`config.mk`:
```
export PLATFORM = sky130hd
export DESIGN_NAME = rht_ram
export DESIGN_NICKNAME = d
export VERILOG_FILES = /design/src/rht_ram.sv
export SDC_FILE = /design/constraint.sdc
export NUM_CORES = 1
export LEC_CHECK = 0
export BUFFER_PORTS_ARGS = -buffer_cell sky130_fd_sc_hd__buf_2
export CORE_MARGIN = 5
export CORE_UTILIZATION = 45
export DETAILED_ROUTE_END_ITERATION = 8
export GPL_TIMING_DRIVEN = 0
export PLACE_DENSITY = 0.66
export SYNTH_ARGS = -nofsm -noshare
export SYNTH_HDL_FRONTEND = slang
export SYNTH_SLANG_ARGS = --single-unit
```
`constraint.sdc`:
```
create_clock -name clock -period 2.14 [get_ports clock]
set_input_delay 0.428 -clock clock [delete_from_list [all_inputs] [get_ports clock]]
set_output_delay 0.428 -clock clock [all_outputs]
set_load 0.1 [all_outputs]
```
`src/rht_ram.sv`:
```
`timescale 1ns / 1ps
`default_nettype none
// ----------------------------------------------------------------------------
// Generic RAM
// One write port and one read port with registered read data.
// ----------------------------------------------------------------------------
module rht_ram #(
   parameter int WIDTH = 8,
   parameter int DEPTH = 16
) (
   input  wire logic                     clock,
   input  wire logic                     wr_en,
   input  wire logic [$clog2(DEPTH)-1:0] wr_addr,
   input  wire logic [WIDTH-1:0]         wr_data,
   input  wire logic                     rd_en,
   input  wire logic [$clog2(DEPTH)-1:0] rd_addr,
   output logic      [WIDTH-1:0]         rd_data
);

   logic [WIDTH-1:0] mem_ff [DEPTH];

   always_ff @(posedge clock) begin
      if (wr_en) begin
         mem_ff[wr_addr] <= wr_data;
      end
      if (rd_en) begin
         rd_data <= mem_ff[rd_addr];
      end
   end

endmodule
`default_nettype wire
```
# Yosys cells after proc, flatten, opt, wreduce, memory -nomap -nowiden
# Memories as Yosys holds them, arrays and structs flattened. A register that Yosys moved wholly into a read port is not among the register bits.
# Cells that the tools add are included.
[totals]
regBits = 0
ram_bits = 128
inputBits = 19
output_inout_bits = 8
word_cells = 3
mem_count = 1
[op_classes]
mux = 2
[memory_table]
columns = ["name", "words", "word_bits", "rd", "rd_ports_with_merged_regs", "wr", "line", "source"]
rows = [
  ["mem_ff", 16, 8, 1, 1, 1, "20", "logic [WIDTH-1:0] mem_ff [DEPTH];"],
]
[op_table]
columns = ["cell", "n"]
rows = [
  ["1-bit 2-to-1 mux", 2],
]

# Longest topological paths before layout
# Gate-level depths: netlist (run 1).
[logic_depth]
depth_word = 2
depth_mapped = 5
mapped_depth_nobuf = 3

# Worst setup path after synthesis (run 1)
# No wires, ideal clock.
[synth_timing]
kind = "in2reg"
from = "input wr_addr[2]"
to = "memory mem_ff[0][0], enable pin"
setup_time_ns = 0.383
arrival_ns = 1.538
t_required_ns = 1.757
setup_slack_ns = 0.219
stages = 2
n_path_buf = 0
path_cell_list = "or3b_2 -> nor3_1"
[synth_rtl]
columns = ["element", "line", "source"]
rows = [
  ["start, declared", "13", "input wire logic [$clog2(DEPTH)-1:0] wr_addr,"],
  ["end, declared", "20", ""],
]
# Straight into the memory's write port.

# Worst setup path in the final report (run 1)
[layout_timing]
from = "input wr_addr[2]"
to = "memory mem_ff[3][5], enable pin"
# Straight into the memory's write port.

==> metrics.cfg, run 1 <==
[worst_setup_path]
ff2ff_path_depth=3
critPathMaxStageDelay_ps=700
crit_family=simple AND/OR/NAND/NOR gates
cp-start-kind=primary input
cp.buffers_inverters=1
r2r-end=rd_data[0]$_DFFE_PP_
rr_startpoint=mem_ff[1][0]$_DFFE_PP_
cp-end-kind=flip-flop
arrival_ps=1790
path_class=primary input to flip-flop
critical_path.endpoint=mem_ff[3][5]$_DFFE_PP_
worstPathRequired_ps=2170
cp-startpoint=wr_addr[2]
worstPathMaxFanout=8
crit_slowest_cell=nor2_1
cp_cell_sequence=buf_2, or3b_2, nor2_1
cp.depth=3
r2r_slack_ps=580

[global_routing]
grt_max_degree=17
grt_pass1_vias=2523
overflow=0
grt_use_met3_pct=4.52
grt_most_used_layer=met2
grtUsageMet2_pct=22.9
grt_pass1_wl_um=15000
antenna_found_initial=0
grt_usage_pct=15.0
grtUsageMet1_pct=20.8

[floorplan]
dieArea_um2=13900
start_util_pct=45.8
die_x_um=118
fp-row-count=39
dieHeight_um=118
io_pins=27
design.core.area_um2=11400

[flow_run]
drv_cap=0

[drt]
wl_per_cell_um=22.8
wl_um=9770
vias_per_cell=5.52
drt_iter0_drc=198
vias=2361
ant_nets=0
drc=0
dr.pass1.iters=4

[finish]
diodes=0
syn_to_final_growth_pct=16.3
layout.nets=292
final_cells=428
multi_input_area_um2=1060
ff_latch_area_um2=4080
fill_cells=914
drive_gt1_share_pct=28.1

[sta]
setup-tns-final_ps=0
fin_crit_sh_pct=82.0
final.setup_skew_ps=8.16
worst_pin_slew_ps=1200
max_freq_mhz=570
final_max_slew_viol_count=0
rsz0062_at_grt=no
setup_viol=0
slew_headroom_pct=19.3
final_hold_viol_count=0
fin_crit_ps=1750

[synthesis]
yosysSeqAreaShare_pct=78.1
ys_ff_latch=136
ys_dominant_reg_cell=edfxtp_1
yosysMostFrequentCell=edfxtp_1
yosysWarnings=0
synth_cell_types=18
synthTopCellsByArea=edfxtp_1, mux4_2, mux4_1
async_reset_ff_share_pct=0
avgSynthCellArea_um2=22.8
netlist_instances=229
synth.top_cells.by_count=edfxtp_1, mux4_2, a22oi_1
mappedNetlistNets=248
synth_area_um2=5230
synth_largest_area_cell=edfxtp_1
synth-edff-count=136
post-synth-top-area-fraction_pct=78.1

[clock_network]
cts-root-buf=clkbuf_16
cts_max_level=4
numCtsBuffers=17
cts_tree=done
clk_pin_slew_ps=50
cts.sinks=136
clock_latency_ps=410
cts_buffer_depth=2

[min_path]
hold_path.class=primary input to flip-flop

[power]
cellPowerDensity_nw_per_um2=1000
p_leak_nw=2.02
peakVddDrop_mv=0.521

[outcome]
status=completed

[placement]
placedCellCount=397
post-dp-hpwl_um=6220
gp_congestion=0.734
port_buffers=25

registers in the layout (all words and copies together), names as in the netlist:
name     count
rd_data      8
mem_ff     128
cell families (layout without fill, tap and decap cells):
family / count (synthesis) / in the layout / share of synthesized area (%)
flip-flops: 136 / 136 / 78.1
AND/OR/NAND/NOR: 35 / 35 / 3.14
multiplexers: 32 / 32 / 14.8
AO/OA/AOI/OAI: 16 / 16 / 2.30
buffers and inverters: 10 / 66 / 1.65
through the flow:
step / cell area [um^2] / power [W] / util (%) / hold WS, ps / setup WS, ps
final: 6080 / 0.00608 / 53.3 / 369 / 385
after global routing: 6080 / 0.00627 / 53.3 / 368 / 227
after CTS: 6080 / 0.00611 / 53.2 / 365 / 37.7
after detailed placement: 5530 / 0.00345 / 48.4 / 750 / -391
after global placement: 5530 / 0.00343 / 48.4 / 738 / -350
after floorplan: 5230 / 0.00331 / - / 527 / 219
layout by cell type (no fill, tap or decap), types with 3 or more instances in the layout:
| cell type | synthesis | layout |
|---|---|---|
| edfxtp_1 | 136 | 136 |
| buf_2 | 3 | 28 |
| mux4_2 | 18 | 18 |
| clkbuf_16 | 0 | 17 |
| a22oi_1 | 16 | 16 |
| mux4_1 | 14 | 14 |
| nor2_1 | 13 | 13 |
| nand2_1 | 9 | 9 |
| clkinv_2 | 0 | 4 |
| buf_6 | 3 | 3 |
| clkdlybuf4s25_2 | 3 | 3 |
| nor3_1 | 4 | 3 |
| clkbuf_1 | 0 | 3 |
| clkinv_1 | 0 | 3 |
cell type report:
cell class,instances,share of cell area [%]
clock buffers,20,7.18
well taps,143,2.94
plain buffers,10,1.42
flip-flops and latches,136,67.2
multi-input cells,83,17.5
clock inverters,11,1.77
repair buffers,25,2.06
power breakdown:
part,switching [W],internal [W]
combinational,0.000257,0.000116
clock,0.00100,0.00168
sequential,0.0000123,0.00300
metal layers:
| metal | up-vias | part of all wire (%) |
|---|---|---|
| met5 | - | 0 |
| met4 | 0 | 0.85 |
| met3 | 6 | 8.2 |
| met2 | 99 | 49 |
| met1 | 1187 | 42 |
| li1 | 1069 | - |
how the worst min path moves through the flow:
| stage | startpoint | endpoint | slack (ps) | depth (start not counted) |
|---|---|---|---|---|
| 3_3_place_gp | mem_ff[11][1]$_DFFE_PP_ | rd_data[1]$_DFFE_PP_ | 740 | 3 |
| 3_5_place_dp | mem_ff[11][4]$_DFFE_PP_ | rd_data[4]$_DFFE_PP_ | 750 | 3 |
| 2_1_floorplan | wr_data[0] | mem_ff[0][0]$_DFFE_PP_ | 530 | 0 |
| 5_1_grt | rd_en | rd_data[4]$_DFFE_PP_ | 370 | 1 |
| 6_report | rd_en | rd_data[6]$_DFFE_PP_ | 370 | 1 |
| 4_1_cts | rd_en | rd_data[3]$_DFFE_PP_ | 370 | 1 |
what timing repair did:
action                                  CTS  global route
setup buffers                             0             0
endpoints found under the setup margin    0             8
hold buffers                              0             0
resized for setup                         0             1
Note: power is estimated with default switching activity, not from simulation.
==> run 2, diff against run 1 <==
Settings changed: ABC_AREA from default to 1, PLACE_DENSITY 0.66 to 0.65.
Clock period 2.14 ns to 1.78 ns, I/O delays scaled along.
==> run 2 against run 1 <==
Worst setup slack worse by 120 ps; wire length is 41% higher; synthesized area up 12%; sequential share of layout area fell by 6.6 points; worst hold slack worse by 110 ps; clock-buffer cell count is 2 lower; total power increased by 24%; final cell count up 82%; clock power up 24%; via count up 67%; critical path type is now flip-flop to output pin; critical endpoint is now rd_data[3]; largest power group unchanged.
==> metrics.cfg, run 2 <==
[outcome]
status=completed

[worst_setup_path]
cp.buffers_inverters=1  ; unchanged
arrival_ps=1160  ; -630 ps
crit_slowest_cell=buf_2
worstPathRequired_ps=1420  ; -750 ps
worstPathMaxFanout=1  ; -7
critPathMaxStageDelay_ps=420  ; -280 ps
crit_family=buffers and inverters
cp_cell_sequence=buf_2
cp-end-kind=output pin
path_class=flip-flop to output pin
cp-start-kind=flip-flop

[synthesis]
synth-edff-count=136  ; unchanged
netlist_instances=551  ; +140%
synth_area_um2=5850  ; +12%
ys_ff_latch=136  ; unchanged
async_reset_ff_share_pct=0  ; unchanged
post-synth-top-area-fraction_pct=69.8  ; -8.3 points
synth.top_cells.by_count=nand2_1, edfxtp_1, inv_1
mappedNetlistNets=570  ; +130%
synthTopCellsByArea=edfxtp_1, nand2_1, nand3_1
yosysWarnings=0  ; unchanged
avgSynthCellArea_um2=10.6  ; -54%
ys_dominant_reg_cell=edfxtp_1
yosysMostFrequentCell=nand2_1
synth_cell_types=11  ; -7
yosysSeqAreaShare_pct=69.8  ; -8.3 points
synth_largest_area_cell=edfxtp_1

[drt]
vias=3953  ; +67%
wl_per_cell_um=17.7  ; -22%
drc=0  ; unchanged
drt_iter0_drc=469  ; +140%
wl_um=13800  ; +41%
dr.pass1.iters=5  ; +1
ant_nets=0  ; unchanged
vias_per_cell=5.08  ; -7.9%

[finish]
drive_gt1_share_pct=12.4  ; -16 points
diodes=0  ; unchanged
stdcell_area_um2=6740  ; +11%
regMostFlops=mem_ff
top_regs=mem_ff: 128 flops, rd_data: 8 flops
layout.nets=612  ; +110%
final_common_cell=nand2_1
syn_to_final_growth_pct=15.3
final_cells=778  ; +82%
multi_input_area_um2=1210  ; +14%
ff_latch_area_um2=4080  ; unchanged
layout_common_cells=nand2_1, edfxtp_1, inv_1
fill_cells=1083  ; +18%
largest_reg_flops=128  ; unchanged

[floorplan]
dieHeight_um=124  ; +5.3%
design.core.area_um2=12700  ; +11%
io_pins=27  ; unchanged
fp-row-count=41  ; +5.1%
dieArea_um2=15400  ; +11%
start_util_pct=46.1  ; +0.36 points
die_x_um=124  ; +5.3%

[clock_network]
cts_setup_buffers=0  ; unchanged
cts-root-buf=clkbuf_16
clock_latency_ps=430  ; +20 ps
clk_pin_slew_ps=60  ; about the same
cts_resized=0  ; unchanged
holdBufCountCts=0  ; unchanged
cts_tree=done
cts.sinks=136  ; unchanged
numCtsBuffers=17  ; unchanged
cts_buffer_depth=2  ; unchanged
cts_max_level=4  ; unchanged

[sta]
setup_viol=0  ; unchanged
rsz0062_at_grt=no
final_hold_viol_count=0  ; unchanged
final.setup_skew_ps=9.44  ; +1.28 ps
slew_headroom_pct=36.6  ; +17 points
worst_slack_ps=266  ; -119 ps
whs_ps=263  ; -106 ps
fin_crit_sh_pct=85.0
final_max_slew_viol_count=0  ; unchanged
worst_pin_slew_ps=947  ; -253 ps
fin_crit_ps=1510
max_freq_mhz=661

[placement]
port_buffers=23  ; -8.0%
post-dp-hpwl_um=9080  ; +46%
post_dp_cell_area_um2=6180  ; +12%
dp_slack_ps=-62.9  ; +328 ps
placedCellCount=746  ; +88%
gp_congestion=0.855  ; +16%

[global_routing]
antenna_found_initial=0  ; unchanged
grt_pass1_vias=3851  ; +53%
overflow=0  ; unchanged
grt_max_degree=17  ; unchanged
grt_usage_pct=19.7  ; +4.7 points
grt_pass1_wl_um=21500  ; +44%

[power]
seqPwrFrac_pct=48.2  ; -1.4 points
clockPowerShare_pct=44.2  ; about the same
power.internal_w=0.00578  ; +20%
peakVddDrop_mv=0.570  ; +9.3%
p_leak_nw=2.89  ; +43%
combinationalPowerShare_pct=7.6  ; +1.5 points
cellPowerDensity_nw_per_um2=1120  ; +12%
p_switching_w=0.00175  ; +37%
swShare_pct=23.2  ; +2.2 points

[min_path]
hold_path.class=primary input to flip-flop

[flow_run]
drv_cap=0  ; unchanged

## run 2: changes by cell type after synthesis, sizes merged, moves of 16 or more
cell / change
a22oi: -16
nand2: +164
buf: +17
mux4: -32
nand3: +96
inv: +102
## run 2: final cells by class
cell class,count,share of cell area (%)
Buffer,24,2.47
Clock buffer,18,6.37
Clock inverter,14,1.97
Inverter,102,5.68
Multi-Input combinational cell,289,18.0
Sequential cell,136,60.6
Tap cell,172,3.19
Timing Repair Buffer,23,1.71
## run 2: cell families (layout without fill, tap and decap cells)
group                  after synthesis  in the layout  synth area share, %
and+or+nand+nor                    289            289                 20.8
buffers and inverters              126            181                 9.39
DFF                                136            136                 69.8
## run 2: power by group through the flow
stage,sequential [W],clock [W],combinational [W]
finish,0.00363,0.00333,0.000572
global route,0.00363,0.00351,0.000618
CTS,0.00363,0.00334,0.000568
detailed placement,0.00369,0,0.000564
global placement,0.00369,0,0.000557
floorplan,0.00380,0,0.000253
## run 2: routing by layer
layer | GRT usage, % | vias up | wire length (um)
met5 | 0 | - | 0
met3 | 5.86 | 20 | 1190
met2 | 29.5 | 193 | 6270
li1 | - | 1865 | -
met4 | 7.05 | 0 | 216
met1 | 27.5 | 1875 | 6080
## run 2: path summary, 6_finish.rpt
| kind | startpoint | to | slack (ps) | cells after the start |
|---|---|---|---|---|
| worst min register to register | mem_ff[6][4]$_DFFE_PP_ | rd_data[4]$_DFFE_PP_ | 810 | 6 |
| worst max-delay path | rd_data[3]$_DFFE_PP_ | rd_data[3] | 270 | 1 |
| worst max register to register | mem_ff[14][7]$_DFFE_PP_ | rd_data[7]$_DFFE_PP_ | 600 | 6 |
| worst min-delay path | rd_en | rd_data[4]$_DFFE_PP_ | 260 | 1 |
## run 2: through the flow
step / total power (W) / util (%) / TNS [ps]
detailed placement: 0.00426 / 48.8 / -796
global placement: 0.00425 / 48.8 / -229
global route: 0.00776 / 53.2 / 0
floorplan: 0.00406 / - / 0
CTS: 0.00754 / 53.2 / 0
finish: 0.00752 / 53.2 / 0
